## config.mk

```make
export PLATFORM = sky130hd
export DESIGN_NAME = division_magic_number_builder_top
export DESIGN_NICKNAME = d
export VERILOG_FILES = /design/src/rtl/dmnb_pkg.sv /design/src/rtl/division_magic_number_builder_top.sv /design/src/rtl/dmnb_front.sv /design/src/rtl/dmnb_cell.sv /design/src/rtl/dmnb_back.sv
export SDC_FILE = /design/constraint.sdc
export NUM_CORES = 2
export LEC_CHECK = 0
export ABC_AREA = 1
export BUFFER_PORTS_ARGS = -buffer_cell sky130_fd_sc_hd__buf_2
export CAP_MARGIN = 15
export CORE_MARGIN = 3
export CORE_UTILIZATION = 65
export CTS_CLUSTER_DIAMETER = 80
export DETAILED_ROUTE_END_ITERATION = 12
export PLACE_DENSITY_LB_ADDON = 0.05
export SETUP_SLACK_MARGIN = 0.02
export SLEW_MARGIN = 20
export SYNTH_ARGS = -nofsm -noshare
export SYNTH_HDL_FRONTEND = slang
export SYNTH_SLANG_ARGS = --single-unit
```

## constraint.sdc

```tcl
create_clock -name clock -period 379 [get_ports clock]
set_clock_uncertainty 0.2 [all_clocks]
set_input_delay 75.8 -clock clock [delete_from_list [all_inputs] [get_ports clock]]
set_output_delay 75.8 -clock clock [all_outputs]
set_load 0.005 [all_outputs]
```

## src/rtl/dmnb_pkg.sv

```systemverilog
// Shared types and constants for the division magic number builder.
// No dependencies; every other file takes names from here by scope.
package dmnb_pkg;

   // Fixed beat field widths
   localparam int FIELD_W = 32;
   localparam int SHIFT_W = 5;
   localparam int REQ_DATA_W = 32;
   localparam int RSP_DATA_W = 40;
   localparam int RSP_USER_W = 3;

   // Sideband that rides along with every item through the cell chain
   typedef struct packed {
      logic [SHIFT_W-1:0] shift;
      logic               negative;
      logic               zero_divisor;
      logic               pow2;
   } side_type;

endpackage

```

## src/rtl/division_magic_number_builder_top.sv

```systemverilog
// Division magic number builder: front end, chain of WIDTH division cells,
// back end. A beat is registered in the front end, each cell and the back
// end on its way to the result beat. Throughput one beat per cycle: each
// cell of the chain retires one quotient bit and passes its item on every
// cycle; the whole chain holds while the result beat waits. Synchronous
// active-high reset clears the valid bits only; there is no clearing pass.
module division_magic_number_builder_top #(
   parameter int WIDTH = 32
) (
   input  logic         clock,
   input  logic         reset,
   // request: tdata = divisor[31:0]
   input  logic         req_tvalid,
   output logic         req_tready,
   input  logic [31:0]  req_tdata,
   // request: tuser = signed_mode[0]
   input  logic         req_tuser,
   // result: tdata = magic[31:0], shift[36:32], zero fill[39:37]
   output logic         rsp_tvalid,
   input  logic         rsp_tready,
   output logic [39:0]  rsp_tdata,
   // result: tuser = add_needed[0], negative[1], zero_divisor[2]
   output logic [2:0]   rsp_tuser
);

   localparam int FW = dmnb_pkg::FIELD_W;
   localparam int SW = dmnb_pkg::SHIFT_W;
   localparam logic [WIDTH-1:0] REM_INIT = {1'b1, {(WIDTH-1){1'b0}}};

   logic                adv;

   // Taps between the cells of the chain
   logic                tap_valid [WIDTH+1];
   logic [WIDTH-1:0]    tap_rem   [WIDTH+1];
   logic [WIDTH-1:0]    tap_quo   [WIDTH+1];
   logic [WIDTH-1:0]    tap_dn    [WIDTH+1];
   dmnb_pkg::side_type  tap_side  [WIDTH+1];

   logic [FW-1:0]       magic;
   logic                add_needed;
   logic [SW-1:0]       shift;
   logic                negative;
   logic                zero_divisor;

   // Advance everything unless the held result beat is stalled
   assign adv        = ~rsp_tvalid | rsp_tready;
   assign req_tready = adv;

   dmnb_front #(.WIDTH(WIDTH)) u_front (
      .clock       (clock),
      .reset       (reset),
      .adv         (adv),
      .in_valid    (req_tvalid),
      .divisor     (req_tdata[WIDTH-1:0]),
      .signed_mode (req_tuser),
      .out_valid   (tap_valid[0]),
      .out_dn      (tap_dn[0]),
      .out_side    (tap_side[0])
   );

   // Dividend is 2^(2N-1); its top N bits seed the remainder
   assign tap_rem[0] = REM_INIT;
   assign tap_quo[0] = '0;

   for (genvar k = 0; k < WIDTH; k++) begin : g_cell
      dmnb_cell #(.WIDTH(WIDTH)) u_cell (
         .clock     (clock),
         .reset     (reset),
         .adv       (adv),
         .in_valid  (tap_valid[k]),
         .in_rem    (tap_rem[k]),
         .in_quo    (tap_quo[k]),
         .in_dn     (tap_dn[k]),
         .in_side   (tap_side[k]),
         .out_valid (tap_valid[k+1]),
         .out_rem   (tap_rem[k+1]),
         .out_quo   (tap_quo[k+1]),
         .out_dn    (tap_dn[k+1]),
         .out_side  (tap_side[k+1])
      );
   end

   dmnb_back #(.WIDTH(WIDTH)) u_back (
      .clock        (clock),
      .reset        (reset),
      .adv          (adv),
      .in_valid     (tap_valid[WIDTH]),
      .in_rem       (tap_rem[WIDTH]),
      .in_quo       (tap_quo[WIDTH]),
      .in_dn        (tap_dn[WIDTH]),
      .in_side      (tap_side[WIDTH]),
      .out_valid    (rsp_tvalid),
      .out_magic    (magic),
      .out_add      (add_needed),
      .out_shift    (shift),
      .out_negative (negative),
      .out_zero     (zero_divisor)
   );

   // Pack the result beat
   assign rsp_tdata = {3'b000, shift, magic};
   assign rsp_tuser = {zero_divisor, negative, add_needed};

endmodule

```

## src/rtl/dmnb_front.sv

```systemverilog
// Front end: absolute value, bit length and normalisation of the divisor.
// Depends on dmnb_pkg (side_type, SHIFT_W).
module dmnb_front #(
   parameter int WIDTH = 32
) (
   input  logic                clock,
   input  logic                reset,
   input  logic                adv,
   input  logic                in_valid,
   input  logic [WIDTH-1:0]    divisor,
   input  logic                signed_mode,
   output logic                out_valid,
   output logic [WIDTH-1:0]    out_dn,
   output dmnb_pkg::side_type  out_side
);

   localparam int SW = dmnb_pkg::SHIFT_W;
   localparam logic [WIDTH-1:0] TOP_BIT = {1'b1, {(WIDTH-1){1'b0}}};

   logic               mag_valid_ff;
   logic [WIDTH-1:0]   mag_ff, mag_in;
   logic               neg_ff, neg_in;
   logic               zero_ff, zero_in;

   logic               norm_valid_ff;
   logic [WIDTH-1:0]   dn_ff, dn_in;
   dmnb_pkg::side_type side_ff, side_in;

   logic [SW-1:0]      msb_pos;
   logic [SW-1:0]      norm_amt;

   // Take the magnitude of the divisor
   always_comb begin
      neg_in  = signed_mode & divisor[WIDTH-1];
      mag_in  = neg_in ? (~divisor + WIDTH'(1)) : divisor;
      zero_in = (divisor == '0);
   end

   // Find the highest set bit and left-align the magnitude
   always_comb begin
      msb_pos = '0;
      for (int i = 0; i < WIDTH; i++) begin
         if (mag_ff[i]) begin
            msb_pos = SW'(i);
         end
      end
      norm_amt = SW'(WIDTH - 1) - msb_pos;
      dn_in    = mag_ff << norm_amt;
      side_in.shift        = zero_ff ? '0 : msb_pos;
      side_in.negative     = neg_ff;
      side_in.zero_divisor = zero_ff;
      side_in.pow2         = (dn_in == TOP_BIT);
   end

   // Control state
   always_ff @(posedge clock) begin
      if (reset) begin
         mag_valid_ff  <= 1'b0;
         norm_valid_ff <= 1'b0;
      end else if (adv) begin
         mag_valid_ff  <= in_valid;
         norm_valid_ff <= mag_valid_ff;
      end
   end

   // Payload
   always_ff @(posedge clock) begin
      if (adv) begin
         mag_ff  <= mag_in;
         neg_ff  <= neg_in;
         zero_ff <= zero_in;
         dn_ff   <= dn_in;
         side_ff <= side_in;
      end
   end

   assign out_valid = norm_valid_ff;
   assign out_dn    = dn_ff;
   assign out_side  = side_ff;

endmodule

```

## src/rtl/dmnb_cell.sv

```systemverilog
// One restoring division step: one quotient bit per cell, registered.
// Depends on dmnb_pkg (side_type).
module dmnb_cell #(
   parameter int WIDTH = 32
) (
   input  logic                clock,
   input  logic                reset,
   input  logic                adv,
   input  logic                in_valid,
   input  logic [WIDTH-1:0]    in_rem,
   input  logic [WIDTH-1:0]    in_quo,
   input  logic [WIDTH-1:0]    in_dn,
   input  dmnb_pkg::side_type  in_side,
   output logic                out_valid,
   output logic [WIDTH-1:0]    out_rem,
   output logic [WIDTH-1:0]    out_quo,
   output logic [WIDTH-1:0]    out_dn,
   output dmnb_pkg::side_type  out_side
);

   logic               valid_ff;
   logic [WIDTH-1:0]   rem_ff, rem_in;
   logic [WIDTH-1:0]   quo_ff, quo_in;
   logic [WIDTH-1:0]   dn_ff;
   dmnb_pkg::side_type side_ff;

   logic [WIDTH:0]     trial;
   logic [WIDTH:0]     diff;
   logic               qbit;

   // Shift in a zero dividend bit and subtract where it fits
   always_comb begin
      trial  = {in_rem, 1'b0};
      diff   = trial - {1'b0, in_dn};
      qbit   = (trial >= {1'b0, in_dn});
      rem_in = qbit ? diff[WIDTH-1:0] : trial[WIDTH-1:0];
      quo_in = {in_quo[WIDTH-2:0], qbit};
   end

   always_ff @(posedge clock) begin
      if (reset) begin
         valid_ff <= 1'b0;
      end else if (adv) begin
         valid_ff <= in_valid;
      end
   end

   always_ff @(posedge clock) begin
      if (adv) begin
         rem_ff  <= rem_in;
         quo_ff  <= quo_in;
         dn_ff   <= in_dn;
         side_ff <= in_side;
      end
   end

   assign out_valid = valid_ff;
   assign out_rem   = rem_ff;
   assign out_quo   = quo_ff;
   assign out_dn    = dn_ff;
   assign out_side  = side_ff;

endmodule

```

## src/rtl/dmnb_back.sv

```systemverilog
// Back end: picks magic and add flag from quotient and remainder, holds
// the result beat. Depends on dmnb_pkg (side_type, FIELD_W, SHIFT_W).
module dmnb_back #(
   parameter int WIDTH = 32
) (
   input  logic                          clock,
   input  logic                          reset,
   input  logic                          adv,
   input  logic                          in_valid,
   input  logic [WIDTH-1:0]              in_rem,
   input  logic [WIDTH-1:0]              in_quo,
   input  logic [WIDTH-1:0]              in_dn,
   input  dmnb_pkg::side_type            in_side,
   output logic                          out_valid,
   output logic [dmnb_pkg::FIELD_W-1:0]  out_magic,
   output logic                          out_add,
   output logic [dmnb_pkg::SHIFT_W-1:0]  out_shift,
   output logic                          out_negative,
   output logic                          out_zero
);

   localparam int FW = dmnb_pkg::FIELD_W;
   localparam logic [WIDTH-1:0] HALF = {1'b1, {(WIDTH-1){1'b0}}};

   logic                         valid_ff;
   logic [FW-1:0]                magic_ff, magic_in;
   logic                         add_ff, add_in;
   logic [dmnb_pkg::SHIFT_W-1:0] shift_ff, shift_in;
   logic                         neg_ff, neg_in;
   logic                         zero_ff, zero_in;

   logic [WIDTH-1:0]             resid;
   logic                         round_up;
   logic [WIDTH-1:0]             quo_adj;

   // (t+1)*d mod 2^N equals d minus the true remainder; compare it scaled
   always_comb begin
      resid    = in_dn - in_rem;
      round_up = (resid <= HALF);
      quo_adj  = in_quo + {{(WIDTH-1){1'b0}}, round_up};
      zero_in  = in_side.zero_divisor;
      if (in_side.zero_divisor) begin
         magic_in = '0;
         add_in   = 1'b0;
         shift_in = '0;
         neg_in   = 1'b0;
      end else if (in_side.pow2) begin
         magic_in = FW'({WIDTH{1'b1}});
         add_in   = 1'b1;
         shift_in = in_side.shift;
         neg_in   = in_side.negative;
      end else begin
         magic_in = FW'(quo_adj);
         add_in   = ~round_up;
         shift_in = in_side.shift;
         neg_in   = in_side.negative;
      end
   end

   always_ff @(posedge clock) begin
      if (reset) begin
         valid_ff <= 1'b0;
      end else if (adv) begin
         valid_ff <= in_valid;
      end
   end

   always_ff @(posedge clock) begin
      if (adv) begin
         magic_ff <= magic_in;
         add_ff   <= add_in;
         shift_ff <= shift_in;
         neg_ff   <= neg_in;
         zero_ff  <= zero_in;
      end
   end

   assign out_valid    = valid_ff;
   assign out_magic    = magic_ff;
   assign out_add      = add_ff;
   assign out_shift    = shift_ff;
   assign out_negative = neg_ff;
   assign out_zero     = zero_ff;

endmodule
```

==> impl_results.md <==
* Die H at between 400 and 500 µm
* RR Startpoint: u_back.out_valid
* Area growth syn-to-layout at 8.79%
* Largest net degree at the start of global routing at roughly 160
* Die ar. at 0.237 mm²
* Worst-skew pair later-pin latency at 0.95 ns
* Worst-path fanout max at 135
* Final ANT Viol Nets at 0
* Antenna violations before repair at 6
* CTS hold repair buffers at 0
* Crit. End Element: primary output
* Routability cong. at 0.920
* R2R depth at 11
* CP Data Arrival Time at 77.54 ns
* Placed cells at roughly 16000
* Final hold violations at 0
* Status: completed
* Total Neg Setup Slack at 0 ns
* Post-CTS setup buffer count at 0
* # clock sinks at 2948
* Drt total wl at between 300 and 400 mm
* H-tree Lvls at 5
* Worst Setup SP: rsp_tready
* GRT Overall Usage at 27.9%
* CTS Buffer Depth at 4
* Row count at around 180
* Post-Synthesis Cells at 13500
* Reg clk slew, reported paths at 0.06 ns
* Most frequent cells in the layout: edfxtp_1, nand2_1, inv_1
* HPWL Detailed at 245 mm
* Max Freq at 6.51 MHz
* Avg Inst Size Synth at between 10 and 15 µm²
* Syn. warnings at 0
* Maxcap violations at 0
* # IOs at 82
* Initial Util at 65.7%
* DRT Pass-1 Iters at 7
* Wire per inst at 19.7 µm
* Critical path type: primary input to primary output
* DRC viols at 0
* CTS tree: done
* Most common cell after layout, fill and taps aside: edfxtp_1
* Share of layout cells above drive strength 1 at 7.20%
* Port Buffers at 78
* Vias in the first global route at 96200
* Min-delay worst type: flip-flop to flip-flop
* Post-synthesis cell type count at 67
* Drt initial violations at roughly 10000
* Final #Nets at 14800
* Routed vias at about 100000
* Core Region at 0.229 mm²
* Layout Cells excl Fill at 17000
* Root buf cell: clkbuf_16
* Critical path required time at between 300 and 400 ns
* Slew Limit Headroom at 27.3%
* Main synth FF type: edfxtp_1
* Crit path launch type: primary input
* WHS at 0.180 ns
* Slew Viols, Final at 0
* Horiz. Die Dim at between 400 and 500 µm
* Total global routing overflow at 0
* Worst r2r dst: g_cell[6].u_cell.out_dn[6]
* Post-layout min period at around 150 ns
* Finish-stage setup viols at 0
* First-pass GRT wire length at 525 mm
* Async S/R FF share, synth at 0%
* Mapped Area at around 0.15 mm²
* Post-synthesis register bit count at approximately 3000
* Worst Max-Slew Pin Slew at around 1.1 ns
* Sequential fraction of the synthesis area at ~60%
* TritonCTS Buffers at 323
* Crit path to: req_tready
* Worst R2R Setup Slack at 371.11 ns
* Final period utilization at 40.5%
* Final core occ at 71.5%
* # resized after CTS at 0
* Count of flip-flops with a built-in enable after synthesis at ~3000
* RSZ-0062 raised after global routing: no
* Avg Vias per Cell at 5.87
==> layer usage <==
layer | global-route usage, % | wire length [µm] | vias to the layer above | share of wire (%)
li1 | - | - | 47700 | -
met1 | 40.7 | 148000 | 47600 | 44
met2 | 43.9 | 152000 | 3549 | 46
met3 | 3.80 | 23400 | 640 | 7.0
met4 | 8.68 | 10600 | 0 | 3.2
met5 | 0 | 0 | - | 0
==> logic make-up after synthesis <==
family | after synthesis | share of synthesized area, %
AO/OA/AOI/OAI | 2815 | 10.8
XOR/XNOR | 1017 | 5.93
adder cells (fa/ha/maj) | 1058 | 8.96
buffers and inverters | 1892 | 5.24
flip-flops | 2948 | 58.7
other | 1 | 0.00250
AND/OR/NAND/NOR | 3774 | 10.4
==> Yosys cell counts, drive strengths merged (6+ instances only) <==
| cell type | count | area share, % |
|---|---|---|
| a211oi | 17 | 0.11 |
| a21boi | 64 | 0.43 |
| a21o | 44 | 0.22 |
| a21oi | 1064 | 3.6 |
| a221o | 18 | 0.12 |
| a221oi | 31 | 0.18 |
| a311oi | 22 | 0.13 |
| a31oi | 53 | 0.22 |
| buf | 182 | 0.92 |
| clkbuf | 66 | 0.20 |
| dfxtp | 35 | 0.47 |
| edfxtp | 2913 | 58 |
| fa | 31 | 0.41 |
| ha | 1027 | 8.6 |
| inv | 1641 | 4.1 |
| nand2 | 2619 | 6.7 |
| nand3 | 489 | 1.6 |
| nand3b | 6 | 0.032 |
| nand4 | 56 | 0.23 |
| nor2 | 458 | 1.1 |
| nor3 | 53 | 0.23 |
| nor3b | 8 | 0.066 |
| nor4 | 57 | 0.24 |
| nor4b | 9 | 0.052 |
| o211ai | 68 | 0.34 |
| o21a | 11 | 0.055 |
| o21ai | 1353 | 5.0 |
| o21bai | 14 | 0.072 |
| o31ai | 51 | 0.26 |
| or4 | 11 | 0.055 |
| xnor2 | 643 | 3.7 |
| xor2 | 374 | 2.2 |
==> sequential cells by signal (all words and copies together) (netlist names), 5 cells and up <==
| name | count |
|---|---|
| u_back.out_shift | 5 |
| u_front.out_dn | 32 |
| g_cell.u_cell.out_side | 256 |
| g_cell.u_cell.out_dn | 1024 |
| g_cell.u_cell.out_rem | 1023 |
| g_cell.u_cell.out_valid | 32 |
| u_front.out_side | 8 |
| u_front.mag_ff | 32 |
| g_cell.u_cell.out_quo | 496 |
| u_back.out_magic | 32 |
==> metrics by stage <==
stage	area [µm²]	worst slack [ns]
after floorplan	150000	148.55
after global placement	153000	225.56
after detailed placement	153000	225.53
after CTS	163000	225.53
after global routing	163000	225.36
final	163000	225.46
==> how the worst min path moves through the flow <==
stage / startpoint / to / depth (start not counted)
floorplan: u_front.out_side[0] / g_cell[0].u_cell.out_side[0] / 0
global placement: g_cell[4].u_cell.out_side[5] / g_cell[5].u_cell.out_side[5] / 0
detailed placement: u_front.out_side[7] / g_cell[0].u_cell.out_side[7] / 0
CTS: g_cell[7].u_cell.out_quo[3] / g_cell[8].u_cell.out_quo[4] / 0
global route: g_cell[7].u_cell.out_quo[3] / g_cell[8].u_cell.out_quo[4] / 0
finish: g_cell[7].u_cell.out_quo[3] / g_cell[8].u_cell.out_quo[4] / 0
==> critical path: stages <==
cell and delay [ns]:
buf_2 0.10, nor2_2 0.50, buf_4 0.39, inv_8 0.27, buf_2 0.29
==> cell type report <==
type                    instances  area (µm²)
fillers                     15800       65100
multi-input cells            8667       54300
clock inverters               177        1790
well taps                    3009        3760
repair buffers                132         832
clock buffers                 382        8430
diodes                          3        7.51
flip-flops and latches       2948       88200
inverters                    1644        6200
Power is left out: the tool's default activity adds up to more than one toggle a clock period on the data nets, which glitch-free logic cannot reach.
